$ cat config.mk
export PLATFORM = sky130hd
export DESIGN_NAME = host_command_frame_encoder
export DESIGN_NICKNAME = d
export VERILOG_FILES = /design/src/sv/hcfe_pkg.sv /design/src/sv/host_command_frame_encoder.sv
export SDC_FILE = /design/constraint.sdc
export NUM_CORES = 1
export LEC_CHECK = 0
export BUFFER_PORTS_ARGS = -buffer_cell sky130_fd_sc_hd__clkbuf_2
export CORE_ASPECT_RATIO = 1.75
export CORE_MARGIN = 2
export CORE_UTILIZATION = 28
export CTS_CLUSTER_SIZE = 8
export DETAILED_ROUTE_END_ITERATION = 12
export GPL_TIMING_DRIVEN = 0
export PLACE_DENSITY = 0.5
export SYNTH_ARGS = -nofsm -noshare
export SYNTH_HDL_FRONTEND = slang
export SYNTH_SLANG_ARGS = --single-unit
$ cat constraint.sdc
create_clock -name clk -period 3 [get_ports clk]
set_input_delay 0.3 -clock clk [delete_from_list [all_inputs] [get_ports clk]]
set_output_delay 0.3 -clock clk [all_outputs]
set_load 0.01 [all_outputs]
$ cat src/sv/hcfe_pkg.sv
// package of the host command frame encoder: beat types, frame constants, phases
`timescale 1ns / 1ps

package hcfe_pkg;

    localparam logic [7:0] DIR_WRITE = 8'h01;
    localparam logic [7:0] PREAMBLE  = 8'h00;
    localparam logic [7:0] START_LO  = 8'h00;
    localparam logic [7:0] START_HI  = 8'hFF;
    localparam logic [7:0] TFI_HOST  = 8'hD4;
    localparam logic [7:0] POSTAMBLE = 8'h00;

    // header byte slots
    localparam logic [2:0] HDR_DIR   = 3'd0;
    localparam logic [2:0] HDR_PRE   = 3'd1;
    localparam logic [2:0] HDR_SLO   = 3'd2;
    localparam logic [2:0] HDR_SHI   = 3'd3;
    localparam logic [2:0] HDR_LEN   = 3'd4;
    localparam logic [2:0] HDR_LCS   = 3'd5;
    localparam logic [2:0] HDR_TFI   = 3'd6;

    // number of beats on the line before the first payload byte
    localparam int unsigned HDR_BEATS = 7;

    typedef struct packed {
        logic [7:0] cmd_byte;
        logic [7:0] cmd_len;
    } cmd_beat_t;

    typedef struct packed {
        logic [7:0] wire_byte;
        logic       frame_last;
    } wire_beat_t;

    typedef enum logic [1:0] {
        PH_HDR,
        PH_BODY,
        PH_DCS,
        PH_POST
    } phase_t;

    function automatic logic [7:0] hdr_byte(input logic [2:0] idx, input logic [7:0] len);
        logic [7:0] lenf;
        logic [7:0] res;
        lenf = 8'(len + 8'd1);
        unique case (idx)
            HDR_DIR: res = DIR_WRITE;
            HDR_PRE: res = PREAMBLE;
            HDR_SLO: res = START_LO;
            HDR_SHI: res = START_HI;
            HDR_LEN: res = lenf;
            HDR_LCS: res = 8'(8'd0 - lenf);
            HDR_TFI: res = TFI_HOST;
            default: res = PREAMBLE;
        endcase
        return res;
    endfunction

endpackage

$ cat src/sv/host_command_frame_encoder.sv
// top level of the host command frame encoder
`timescale 1ns / 1ps

// Frames a stream of command bytes into host-to-chip normal information frames.
// The first byte of a frame carries the payload length in cmd_len; it produces
// seven header beats (direction, preamble, start code, LEN, LCS, TFI) and then
// the byte itself. Middle bytes produce one beat each, and the byte that ends
// the payload produces itself, DCS and the postamble, which has frame_last set.
// A length of zero emits the header, DCS and postamble and drops the byte.
// One output beat leaves per cycle while frame_ready is not held low: body
// bytes flow at one byte per cycle unless the output stalls, while a first
// byte holds the input until its header beats have gone, and a closing byte
// until its DCS and postamble have gone; all beats of a byte go through the
// single output register. An accepted byte is registered in the holding
// register, and each of its beats then in the output register.
module host_command_frame_encoder (
    input  logic                   clk,
    input  logic                   rst_n,
    input  logic                   cmd_valid,
    output logic                   cmd_ready,
    input  hcfe_pkg::cmd_beat_t    cmd_data,
    output logic                   frame_valid,
    input  logic                   frame_ready,
    output hcfe_pkg::wire_beat_t   frame_data
);

    localparam logic [2:0] HdrLast = 3'(hcfe_pkg::HDR_BEATS - 1);

    // holding register for the byte being framed
    logic                 hold_valid_reg, hold_valid_next;
    hcfe_pkg::cmd_beat_t  hold_beat_reg, hold_beat_next;
    hcfe_pkg::phase_t     phase_reg, phase_next;
    logic [2:0]           hdr_idx_reg, hdr_idx_next;

    // frame state
    logic                 in_frame_reg, in_frame_next;
    logic [7:0]           bytes_left_reg, bytes_left_next;
    logic [7:0]           data_sum_reg, data_sum_next;

    // output register
    logic                 out_valid_reg;
    hcfe_pkg::wire_beat_t out_beat_reg;

    hcfe_pkg::wire_beat_t emit_beat;
    logic                 item_done;
    logic                 advance;
    logic                 cmd_accept;

    assign advance    = hold_valid_reg && (!out_valid_reg || frame_ready);
    assign cmd_ready  = !hold_valid_reg || (advance && item_done);
    assign cmd_accept = cmd_valid && cmd_ready;

    assign frame_valid = out_valid_reg;
    assign frame_data  = out_beat_reg;

    // beat to emit and whether it is the last one for the held byte
    always_comb
    begin
        emit_beat = '{wire_byte: hcfe_pkg::PREAMBLE, frame_last: 1'b0};
        item_done = 1'b0;
        unique case (phase_reg)
            hcfe_pkg::PH_HDR:
            begin
                emit_beat.wire_byte = hcfe_pkg::hdr_byte(hdr_idx_reg, hold_beat_reg.cmd_len);
            end
            hcfe_pkg::PH_BODY:
            begin
                emit_beat.wire_byte = hold_beat_reg.cmd_byte;
                item_done           = (bytes_left_reg != 8'd1);
            end
            hcfe_pkg::PH_DCS:
            begin
                emit_beat.wire_byte = 8'(8'd0 - data_sum_reg);
            end
            hcfe_pkg::PH_POST:
            begin
                emit_beat.wire_byte  = hcfe_pkg::POSTAMBLE;
                emit_beat.frame_last = 1'b1;
                item_done            = 1'b1;
            end
            default:
            begin
                item_done = 1'b1;
            end
        endcase
    end

    // next state
    always_comb
    begin
        hold_valid_next = hold_valid_reg;
        hold_beat_next  = hold_beat_reg;
        phase_next      = phase_reg;
        hdr_idx_next    = hdr_idx_reg;
        in_frame_next   = in_frame_reg;
        bytes_left_next = bytes_left_reg;
        data_sum_next   = data_sum_reg;

        if (advance)
        begin
            unique case (phase_reg)
                hcfe_pkg::PH_HDR:
                begin
                    hdr_idx_next = 3'(hdr_idx_reg + 3'd1);
                    if (hdr_idx_reg == HdrLast)
                    begin
                        data_sum_next = hcfe_pkg::TFI_HOST;
                        if (hold_beat_reg.cmd_len == 8'd0)
                        begin
                            phase_next = hcfe_pkg::PH_DCS;
                        end
                        else
                        begin
                            in_frame_next   = 1'b1;
                            bytes_left_next = hold_beat_reg.cmd_len;
                            phase_next      = hcfe_pkg::PH_BODY;
                        end
                    end
                end
                hcfe_pkg::PH_BODY:
                begin
                    data_sum_next   = 8'(data_sum_reg + hold_beat_reg.cmd_byte);
                    bytes_left_next = 8'(bytes_left_reg - 8'd1);
                    if (bytes_left_reg == 8'd1)
                    begin
                        phase_next = hcfe_pkg::PH_DCS;
                    end
                end
                hcfe_pkg::PH_DCS:
                begin
                    phase_next = hcfe_pkg::PH_POST;
                end
                hcfe_pkg::PH_POST:
                begin
                    in_frame_next   = 1'b0;
                    bytes_left_next = 8'd0;
                end
                default:
                begin
                    phase_next = hcfe_pkg::PH_HDR;
                end
            endcase
            if (item_done)
            begin
                hold_valid_next = 1'b0;
            end
        end

        // a new byte starts on the header unless its frame is already open
        if (cmd_accept)
        begin
            hold_valid_next = 1'b1;
            hold_beat_next  = cmd_data;
            hdr_idx_next    = hcfe_pkg::HDR_DIR;
            phase_next      = in_frame_next ? hcfe_pkg::PH_BODY : hcfe_pkg::PH_HDR;
        end
    end

    always_ff @(posedge clk or negedge rst_n)
    begin
        if (!rst_n)
        begin
            hold_valid_reg <= 1'b0;
            phase_reg      <= hcfe_pkg::PH_HDR;
            hdr_idx_reg    <= hcfe_pkg::HDR_DIR;
            in_frame_reg   <= 1'b0;
            bytes_left_reg <= 8'd0;
            data_sum_reg   <= 8'd0;
            out_valid_reg  <= 1'b0;
        end
        else
        begin
            hold_valid_reg <= hold_valid_next;
            phase_reg      <= phase_next;
            hdr_idx_reg    <= hdr_idx_next;
            in_frame_reg   <= in_frame_next;
            bytes_left_reg <= bytes_left_next;
            data_sum_reg   <= data_sum_next;
            if (advance)
            begin
                out_valid_reg <= 1'b1;
            end
            else if (frame_ready)
            begin
                out_valid_reg <= 1'b0;
            end
        end
    end

    always_ff @(posedge clk)
    begin
        hold_beat_reg <= hold_beat_next;
        if (advance)
        begin
            out_beat_reg <= emit_beat;
        end
    end

endmodule

After elaboration in Yosys (flattened, before gate mapping)
Index checks and enable logic that the tools add are counted.
{ "word_totals": {"register_bits": 49, "out_inout_bits": 11, "elab_cells": 80} }
{ "classes": {"addsub": 6, "eq_ne": 13, "n_mux": 28, "n_reduce_logical": 22} }
{ "ops": {"columns": ["operator", "count"], "rows": [
  ["one-hot mux 8 bit (5 select lines)", 1],
  ["one-hot mux 8 bit (4 select lines)", 1],
  ["2-to-1 mux 8 bit", 3],
  ["one-hot mux 8 bit (3 select lines)", 1],
  ["one-hot mux 8 bit (2 select lines)", 1],
  ["subtractor 1 x 8 -> 8 bit, first input constant", 2],
  ["2-to-1 mux 1 bit", 10],
  ["2-to-1 mux 2 bit", 5],
  ["nonzero test 2 bit", 5],
  ["== test 3 bit, second input constant", 3],
  ["2-to-1 mux 3 bit", 3],
  ["adder 8 x 1 -> 8 bit, second input constant", 1],
  ["adder 8 bit", 1],
  ["== test 8 x 1 -> 1 bit, second input constant", 1],
  ["logical NOT 8 bit", 1],
  ["!= test 8 x 1 -> 1 bit, second input constant", 1],
  ["AND reduction 4 bit", 2],
  ["subtractor 8 x 1 -> 8 bit, second input constant", 1],
  ["!= test 3 bit, second input constant", 2],
  ["one-hot mux 2 bit (3 select lines)", 1],
  ["== test 2 bit, second input constant", 2],
  ["!= test 2 bit, second input constant", 2],
  ["one-hot mux 1 bit (2 select lines)", 2],
  ["AND reduction 2 bit", 2],
  ["other kinds (11)", 15]
]} }

Longest topological paths before layout
Gate-level depths: netlist of the first run.
{ "logic_depth": {"ltp_word": 8, "mapped_depth": 11} }

Least setup slack after synthesis of the first run
OpenSTA, ideal clock, no wires.
{ "synth_timing": {"path_kind": "register to register", "from": "register phase_reg[1]", "to": "register phase_reg[0]", "setup_ps": 125, "arrival_ps": 2362, "t_required_ps": 2875, "setup_slack_ps": 513, "path_stages_with_launch": 7, "period_less_slack_ps": 2487, "cell_sequence": "dfrtp_1 > inv_1 > ha_1 > buf_2 > a21oi_1 > a21oi_1 > mux2_2"} }
{ "synth_via": {"elab_chain_cells": 7} }
{ "synth_lines": {"columns": ["item", "line_no", "rtl"], "rows": [
  ["start: declaration", "host_command_frame_encoder.sv:32", "hcfe_pkg::phase_t phase_reg, phase_next;"],
  ["start signal: assignment", "host_command_frame_encoder.sv:164", "phase_reg <= hcfe_pkg::PH_HDR;"],
  ["start signal: assignment", "host_command_frame_encoder.sv:174", "phase_reg <= phase_next;"],
  ["== test 2 bit / == test 2 x 1 -> 1 bit (equally long branches)", "host_command_frame_encoder.sv:61", "unique case (phase_reg)"],
  ["one-hot mux 1 bit (2 select lines) (*)", "host_command_frame_encoder.sv:61", null],
  ["logical AND 1 bit (*)", "host_command_frame_encoder.sv:50", "assign cmd_ready = !hold_valid_reg || (advance && item_done);"],
  ["logical OR 1 bit (*)", "host_command_frame_encoder.sv:50", null],
  ["logical AND 1 bit (*)", "host_command_frame_encoder.sv:51", "assign cmd_accept = cmd_valid && cmd_ready;"],
  ["named net cmd_accept", "host_command_frame_encoder.sv:47", "logic cmd_accept;"],
  ["!= test 3 bit (no source line), or another cell as far along", null, null],
  ["AND reduction 4 bit (no source line)", null, null]
]} }
Mark *: on every way through the listed nets, which the timed path passes. The rest lies on a longest branch. The select of a mux whose other input is x is not followed.
A chain may end at the register's enable or synchronous reset.

Worst setup path in the final report of the first run
{ "layout_timing": {"from": "register hdr_idx_reg[0]", "to": "register bytes_left_reg[4]"} }
{ "layout_via": {"elab_chain_cells": 3} }
{ "layout_lines": {"columns": ["item", "line_no", "rtl"], "rows": [
  ["start: declaration", "host_command_frame_encoder.sv:33", "logic [2:0] hdr_idx_reg, hdr_idx_next;"],
  ["start signal: assignment", "host_command_frame_encoder.sv:165", "hdr_idx_reg <= hcfe_pkg::HDR_DIR;"],
  ["start signal: assignment", "host_command_frame_encoder.sv:175", "hdr_idx_reg <= hdr_idx_next;"],
  ["== test 3 bit", "host_command_frame_encoder.sv:105", "if (hdr_idx_reg == HdrLast)"],
  ["!= test 2 bit (no source line)", null, null],
  ["AND reduction 4 bit (no source line)", null, null],
  ["end signal: assignment", "host_command_frame_encoder.sv:177", "bytes_left_reg <= bytes_left_next;"],
  ["end: declaration", "host_command_frame_encoder.sv:37", "logic [7:0] bytes_left_reg, bytes_left_next;"]
]} }
No other way between the ends.

==> flow_metrics.py, run 1 <==
metrics = {
    "synth": {
        "syn-cell-area_sq_um": 3078,
        "synth_cells": 313,
        "synthMuxAreaShare_pct": 0.6911,
        "synth_top_area_cell": "edfxtp_1",
        "synthAdderAreaFrac_pct": 9.593,
        "synthTopCellsByArea": "edfxtp_1 24%, dfrtp_1 20%, ha_1 8.9%",
        "yosys_warnings": 0,
        "synth_seq_area_share_pct": 43.90,
        "synth_edf_count": 25,
        "syn_area_per_cell_sq_um": 9.834,
        "synth-compound-area-share_pct": 20.28,
        "synthXorXnorAreaFrac_pct": 6.545,
        "synth-main-ff-cell": "edfxtp_1",
        "synth_top_area_share_pct": 24.39,
        "ys_ff_latch": 49,
        "async_flop_share_pct": 48.98,
        "synth_top_family_by_area": "compound AO/OA/AOI/OAI gates",
        "syn_nets": 356,
        "synthSimpleGateAreaFrac_pct": 15.16,
        "ys_types": 57,
    },
    "clocking": {
        "ctsResizeCount": 0,
        "htreeDepth": 2,
        "cts_tree": "built",
        "clk_pin_slew_ns": 0.07,
        "clock-sinks": 49,
        "holdBufCountCts": 0,
        "postCtsSetupBuffers": 0,
        "clock_path_buffers": 2,
        "cts_buffers": 5,
        "root_buffer": "clkbuf_16",
        "clk_latency_ns": 0.29,
    },
    "sta": {
        "fin_tns_setup_ns": 0,
        "drv_slew": 0,
        "finalHoldViolCount": 0,
        "setup_slack_ns": 0.4134,
        "finalSetupViolCount": 0,
        "rsz0062_at_grt": "no",
        "slew_headroom_pct": 25.47,
        "whs_ns": 0.03702,
        "tightest_slew_ns": 1.109,
        "layout_min_cycle_time_ns": 2.587,
        "skew_ns": 0.004383,
        "finalCritPeriodShare_pct": 86.22,
        "fmax_mhz": 386.6,
    },
    "layout": {
        "final_cell_mix": "30 x clkbuf_2, 25 x edfxtp_1, 24 x nand2_1, 24 x dfrtp_1, 22 x ha_1",
        "layout_commonest_cell": "clkbuf_2",
        "largest_reg_flops": 16,
        "fin_nets": 394,
        "num_antenna_cells": 0,
        "layout-drive-gt1-share_pct": 14.49,
        "syn_to_final_growth_pct": 15.20,
        "design_area_sq_um": 3546,
        "finalCoreUtilization_pct": 33.15,
    },
    "worst_setup_path": {
        "end_kind": "flop",
        "critPathKind": "flop to flop",
        "rr_startpoint": "hdr_idx_reg[0]",
        "cp.required_ns": 3.20,
        "r2r-end": "bytes_left_reg[4]",
        "reg2reg_depth": 9,
        "r2r_slack_ns": 0.41,
        "cp-start-kind": "flop",
        "worstPathArrival_ns": 2.79,
        "critPathMaxFanout": 8,
    },
    "global_route": {
        "antenna_found_initial": 0,
        "grt_pass1_vias": 2594,
        "grt_max_degree": 25,
        "grt_pass1_wl_um": 13160,
        "overflow": 0,
        "track_usage_pct": 14.11,
    },
    "detailed_routing": {
        "final_antenna_net_count": 0,
        "wire_per_inst_um": 17.00,
        "drc": 0,
        "first_iter_violations": 151,
        "avgViaCountPerCell": 5.160,
        "wl_um": 8195,
        "first_pass_iters": 4,
        "dr_total_vias": 2487,
    },
    "die": {
        "start_util_pct": 28.77,
        "die_area_sq_um": 11880,
        "rows": 50,
        "core_area_sq_um": 10700,
        "die_h_um": 142.7,
        "io_pins": 31,
        "die_w_um": 83.26,
    },
    "job": {
        "max_cap_violations": 0,
    },
    "power_and_ir_drop": {
        "p_per_area_nw_per_um2": 1017,
        "max-vdd-ir-drop_uv": 342.2,
        "leakagePower_nw": 1.410,
    },
    "placement": {
        "dpl_cell_area_sq_um": 3410,
        "routabilityCongestion": 0.8712,
        "hpwl_um": 6341,
        "port_buffers": 30,
        "dp_slack_ns": 0.4484,
    },
    "worst_hold_path": {
        "hold_class": "input pin to asynchronous set/reset pin",
    },
    "run_status": {
        "status": "complete, no violations",
    },
}
critical path: stages (launching register included):
cell and delay (ns):
dfrtp_1 0.41, inv_1 0.12, ha_1 0.24, a21boi_1 0.15, nor4_1 0.39, a21bo_1 0.25, buf_2 0.16, nor3_1 0.51
a22oi_1 0.13, o21ai_0 0.13
logic make-up after synthesis:
logic type / Yosys count
buffers and inverters: 29
xor gates and xnor gates: 23
muxes: 2
adders and majority gates: 23
AOI/OAI and AO/OA: 93
and+or+nand+nor: 94
DFF: 49
worst max-delay path by stage:
stage	from	end	slack, ns
floorplan	phase_reg[1]	phase_reg[0]	0.51
global placement	phase_reg[1]	phase_reg[0]	-0.30
detailed placement	hdr_idx_reg[0]	bytes_left_reg[4]	0.45
CTS	hdr_idx_reg[0]	bytes_left_reg[4]	0.43
global route	phase_reg[1]	data_sum_reg[7]	0.15
finish	hdr_idx_reg[0]	bytes_left_reg[4]	0.41
per-stage QoR:
stage / total power [W] / instances
floorplan: 0.002505 / 313
global placement: 0.003013 / 473
detailed placement: 0.003059 / 474
CTS: 0.003635 / 482
global route: 0.003903 / 482
finish: 0.003605 / 482
cell usage after synthesis (4+ instances only):
library cell and instances:
a21o_1 4, a21oi_1 19, a22oi_1 12, buf_2 4
clkbuf_1 6, dfrtp_1 24, edfxtp_1 25, ha_1 22
inv_1 17, nand2_1 24, nand2b_1 5, nand3_1 7
nor2_1 20, nor3_1 16, o21a_1 4, o21ai_0 21
xnor2_1 12, xor2_1 11
report_power, final:
group	internal, W	switching (W)
Clock	0.000311	0.000252
Combinational	0.000738	0.00108
Sequential	0.00100	0.000218
Total	0.00205	0.00155
per-layer routing:
layer	track usage (%)	routed length [um]	up-vias
met5	0	0	-
met4	7.161	303	0
met3	2.081	123	19
met2	28.78	4822	31
met1	13.24	2946	1212
li1	-	-	1225
layout make-up:
class                   count  area [sq um]
plain buffers              12         53.80
fillers                  1091          7152
repair buffers             31         165.2
well taps                 130         162.7
inverters                  17         63.81
flip-flops and latches     49          1351
multi-input cells         235          1613
clock buffers               8         136.4
Power figures use the tool's default switching activity.
==> inputs of run 2 (changes only) <==
==> constraint.sdc (replaced) <==
create_clock -name clk -period 2.6 [get_ports clk]
set_input_delay 0.39 -clock clk [delete_from_list [all_inputs] [get_ports clk]]
set_output_delay 0.39 -clock clk [all_outputs]
set_load 0.01 [all_outputs]
==> run 2 against run 1 <==
Sequential cell count did not move. Sequential share of layout area shrank 0.12 points. Utilization rose by 0.11 points. Worst hold slack improved by 0.085 ns. Critical endpoint is now cmd_ready. Highest routed layer unchanged.
==> flow_metrics.py, run 2 (synthesis gave the netlist of run 1 again) <==
metrics = {
    "layout": {
        "layout_commonest_cell": "clkbuf_2",
        "fin_nets": 394,
        "final_cells": 482,
        "layout-drive-gt1-share_pct": 15.34,
        "finalCoreUtilization_pct": 33.25,
        "largest_reg_flops": 16,
        "design_area_sq_um": 3557,
        "num_antenna_cells": 0,
        "final_cell_mix": "31 x clkbuf_2, 25 x edfxtp_1, 24 x nand2_1, 24 x dfrtp_1, 22 x ha_1",
        "syn_to_final_growth_pct": 15.57,
    },
    "worst_setup_path": {
        "worstPathArrival_ns": 2.10,
        "cp-start-kind": "flop",
        "rr_startpoint": "hdr_idx_reg[0]",
        "r2r_slack_ns": 0.21,
        "cp.required_ns": 2.21,
        "critPathKind": "flop to output port",
        "critPathMaxFanout": 5,
        "r2r-end": "frame_data[7]",
        "reg2reg_depth": 5,
        "end_kind": "output port",
    },
    "clocking": {
        "clk_latency_ns": 0.29,
        "clk_pin_slew_ns": 0.07,
        "ctsResizeCount": 0,
        "cts_buffers": 5,
        "htreeDepth": 2,
        "holdBufCountCts": 0,
        "postCtsSetupBuffers": 0,
        "cts_tree": "built",
        "root_buffer": "clkbuf_16",
        "clock-sinks": 49,
        "clock_path_buffers": 2,
    },
    "placement": {
        "dp_slack_ns": 0.04838,
        "hpwl_um": 6341,
        "dpl_cell_area_sq_um": 3410,
        "routabilityCongestion": 0.8712,
        "dp_cells": 474,
        "port_buffers": 30,
    },
    "global_route": {
        "antenna_found_initial": 0,
        "grt_max_degree": 25,
        "grt_pass1_vias": 2594,
        "overflow": 0,
        "grt_pass1_wl_um": 13160,
        "track_usage_pct": 14.11,
    },
    "sta": {
        "tightest_slew_ns": 0.9911,
        "rsz0062_at_grt": "no",
        "skew_ns": 0.004439,
        "setup_slack_ns": 0.1144,
        "finalHoldViolCount": 0,
        "layout_min_cycle_time_ns": 2.486,
        "slew_headroom_pct": 33.36,
        "finalCritPeriodShare_pct": 95.60,
        "drv_slew": 0,
        "fmax_mhz": 402.3,
        "finalSetupViolCount": 0,
    },
    "die": {
        "die_area_sq_um": 11880,
        "die_h_um": 142.7,
        "start_util_pct": 28.77,
        "io_pins": 31,
        "die_w_um": 83.26,
        "core_area_sq_um": 10700,
        "rows": 50,
    },
    "power_and_ir_drop": {
        "max-vdd-ir-drop_uv": 393.4,
        "p_total_w": 0.004175,
        "leakagePower_nw": 1.416,
        "p_per_area_nw_per_um2": 1174,
    },
    "job": {
        "max_cap_violations": 0,
    },
    "detailed_routing": {
        "dr_total_vias": 2497,
        "avgViaCountPerCell": 5.180,
        "wl_um": 8240,
        "drc": 0,
        "wire_per_inst_um": 17.10,
        "final_antenna_net_count": 0,
        "first_iter_violations": 133,
        "first_pass_iters": 4,
    },
    "worst_hold_path": {
        "hold_class": "input pin to asynchronous set/reset pin",
    },
    "run_status": {
        "status": "complete, no violations",
    },
}
## run 2: power by group
group	internal, W	switching, W
registers	0.00116	0.000253
clock network	0.000359	0.000292
logic	0.000855	0.00126
## run 2: critical path, cell delays in order (launching register included)
cell and delay (ns):
dfrtp_1 0.44, nor2_2 0.21, nand2_2 0.09, or4b_4 0.50, a21oi_1 0.24, o21ai_0 0.16
clkbuf_2 0.16
## run 2: how the worst max path moves through the flow
stage,start,endpoint,cells past startpoint
after floorplan,phase_reg[1],phase_reg[0],6
after global placement,phase_reg[1],phase_reg[0],6
after detailed placement,hdr_idx_reg[0],bytes_left_reg[4],9
after CTS,hdr_idx_reg[0],bytes_left_reg[4],9
after global routing,bytes_left_reg[2],cmd_ready,6
final,bytes_left_reg[2],cmd_ready,6
## run 2: final cells by class
class,count,area (sq um)
fillers,1091,7141
multi-input cells,235,1623
flip-flops and latches,49,1351
repair buffers,31,165.2
well taps,130,162.7
clock buffers,8,136.4
inverters,17,63.81
plain buffers,12,55.05
## run 2: per-stage QoR
step / hold WS [ns] / TNS (ns)
final: 0.1225 / 0
after global placement: 0.4620 / -11.44
after global routing: 0.1967 / 0
after CTS: 0.1486 / 0
after floorplan: 0.09441 / 0
after detailed placement: 0.4639 / 0
## run 2: per-layer routing
metal	global-route usage, %	wire (um)	vias to the layer above
li1	-	-	1220
met5	0	0	-
met3	2.081	149	18
met4	7.161	261	0
met1	13.24	2938	1228
met2	28.78	4889	31
==> inputs of run 3 (changes only) <==
- RECOVER_POWER: unset -> 100
- clock period: 2.6 -> 3 ns (I/O delays scaled with it)
==> run 3 against run 2 <==
Via count shrank 0.48%. Sequential cell count is the same. First-iteration DRC count grew 22%. Clock skew is essentially flat. Critical path type is now flop to flop. Critical endpoint is now bytes_left_reg[4].
==> flow_metrics.py, run 3 (synthesis gave the netlist of run 1 again) <==
metrics = {
    "worst_setup_path": {
        "crit_chain": "inv_1 > ha_1 > a21boi_1 > nor4_1 > a21bo_1 > buf_2 > nor3_1 > a22oi_1 > o21ai_0",
        "cp-start-kind": "flop",
        "crit_slowest_cell": "nor3_1",
        "critPathTopFamily": "simple AND/OR/NAND/NOR gates",
        "critPathKind": "flop to flop",
        "end_kind": "flop",
        "reg2reg_depth": 9,
        "worstPathArrival_ns": 2.82,
        "r2r_slack_ns": 0.38,
        "cp.buffers_inverters": 2,
        "critPathMaxStageDelay_ns": 0.53,
        "rr_startpoint": "hdr_idx_reg[0]",
        "critPathMaxFanout": 8,
        "cp.required_ns": 3.20,
        "r2r-end": "bytes_left_reg[4]",
    },
    "power_and_ir_drop": {
        "p_switching_w": 0.001540,
        "max-vdd-ir-drop_uv": 342.3,
        "switching_share_pct": 43.21,
        "leakagePower_nw": 1.369,
        "intPower_w": 0.002025,
        "power_frac_comb_pct": 50.1,
        "p_per_area_nw_per_um2": 1017,
        "power_frac_seq_pct": 34.1,
        "clockPowerShare_pct": 15.8,
    },
    "sta": {
        "fmax_mhz": 382.2,
        "finalHoldViolCount": 0,
        "rsz0062_at_grt": "no",
        "finalCritPeriodShare_pct": 87.21,
        "slew_headroom_pct": 3.199,
        "fin_tns_setup_ns": 0,
        "skew_ns": 0.004147,
        "finalSetupViolCount": 0,
        "drv_slew": 0,
        "tightest_slew_ns": 1.452,
        "layout_min_cycle_time_ns": 2.616,
    },
    "run_status": {
        "status": "complete, no violations",
    },
    "global_route": {
        "grt_max_degree": 25,
        "antenna_found_initial": 0,
        "track_usage_pct": 14.11,
        "grt_pass1_vias": 2594,
        "grt_pass1_wl_um": 13160,
        "overflow": 0,
    },
    "detailed_routing": {
        "avgViaCountPerCell": 5.156,
        "first_iter_violations": 162,
        "dr_total_vias": 2485,
        "wire_per_inst_um": 17.01,
        "drc": 0,
        "final_antenna_net_count": 0,
        "wl_um": 8201,
        "first_pass_iters": 4,
    },
    "clocking": {
        "clk_pin_slew_ns": 0.07,
        "clk_latency_ns": 0.29,
        "clock-sinks": 49,
        "postCtsSetupBuffers": 0,
        "clock_path_buffers": 2,
        "root_buffer": "clkbuf_16",
        "htreeDepth": 2,
        "holdBufCountCts": 0,
        "cts_buffers": 5,
        "ctsResizeCount": 0,
        "cts_tree": "built",
    },
    "layout": {
        "layout_commonest_cell": "edfxtp_1",
        "largest_reg_flops": 16,
        "fin_nets": 394,
        "design_area_sq_um": 3505,
        "layout-drive-gt1-share_pct": 9.943,
        "final_cell_mix": "25 x edfxtp_1, 24 x nand2_1, 24 x dfrtp_1, 22 x ha_1",
        "finalCoreUtilization_pct": 32.76,
        "num_antenna_cells": 0,
        "syn_to_final_growth_pct": 13.86,
        "fillers": 1099,
    },
    "worst_hold_path": {
        "hold_depth": 1,
        "min_to": "hold_beat_reg[7]",
        "holdCritStartpoint": "cmd_data[7]",
        "hold_class": "input pin to flop",
    },
    "placement": {
        "dpl_cell_area_sq_um": 3410,
        "routabilityCongestion": 0.8712,
        "port_buffers": 30,
        "hpwl_um": 6341,
    },
    "die": {
        "io_pins": 31,
        "die_w_um": 83.26,
        "core_area_sq_um": 10700,
        "die_area_sq_um": 11880,
        "die_h_um": 142.7,
        "start_util_pct": 28.77,
        "rows": 50,
    },
    "job": {
        "max_cap_violations": 0,
    },
}
run 3: per-layer routing:
metal | up-vias | part of all wire, % | track usage (%)
met5 | - | 0 | 0
met4 | 0 | 3.7 | 7.161
met3 | 19 | 1.6 | 2.081
met2 | 33 | 59 | 28.78
met1 | 1210 | 36 | 13.24
li1 | 1223 | - | -
run 3: power by group through the flow:
stage | registers [W] | clock network (W) | logic [W]
global route | 0.00125 | 0.000613 | 0.00200
detailed placement | 0.00124 | 0 | 0.00182
finish | 0.00121 | 0.000563 | 0.00179
global placement | 0.00123 | 0 | 0.00178
CTS | 0.00123 | 0.000579 | 0.00183
floorplan | 0.00120 | 0 | 0.00131
run 3: through the flow:
stage	cells	setup WS (ns)	hold slack, ns	power (W)
2_1_floorplan	313	0.5135	0.1544	0.002505
3_3_place_gp	473	-0.3021	0.5032	0.003013
3_5_place_dp	474	0.4484	0.4986	0.003059
4_1_cts	482	0.4287	0.2086	0.003635
5_1_grt	482	0.1527	0.3210	0.003864
6_report	482	0.3837	0.3284	0.003565
run 3: worst max-delay path by stage:
stage	startpoint	to	slack, ns	cells after the start
3_5_place_dp	hdr_idx_reg[0]	bytes_left_reg[4]	0.45	9
5_1_grt	phase_reg[1]	data_sum_reg[7]	0.15	7
2_1_floorplan	phase_reg[1]	phase_reg[0]	0.51	6
6_report	hdr_idx_reg[0]	bytes_left_reg[4]	0.38	9
4_1_cts	hdr_idx_reg[0]	bytes_left_reg[4]	0.43	9
3_3_place_gp	phase_reg[1]	phase_reg[0]	-0.30	6
run 3: area by class of cell:
type / instances / area, sq um / share of cell area, %
Buffer: 12 / 53.80 / 1.535
Clock buffer: 8 / 136.4 / 3.891
Timing Repair Buffer: 31 / 140.1 / 3.999
Multi-Input combinational cell: 235 / 1597 / 45.56
Tap cell: 130 / 162.7 / 4.641
Inverter: 17 / 63.81 / 1.821
Sequential cell: 49 / 1351 / 38.56
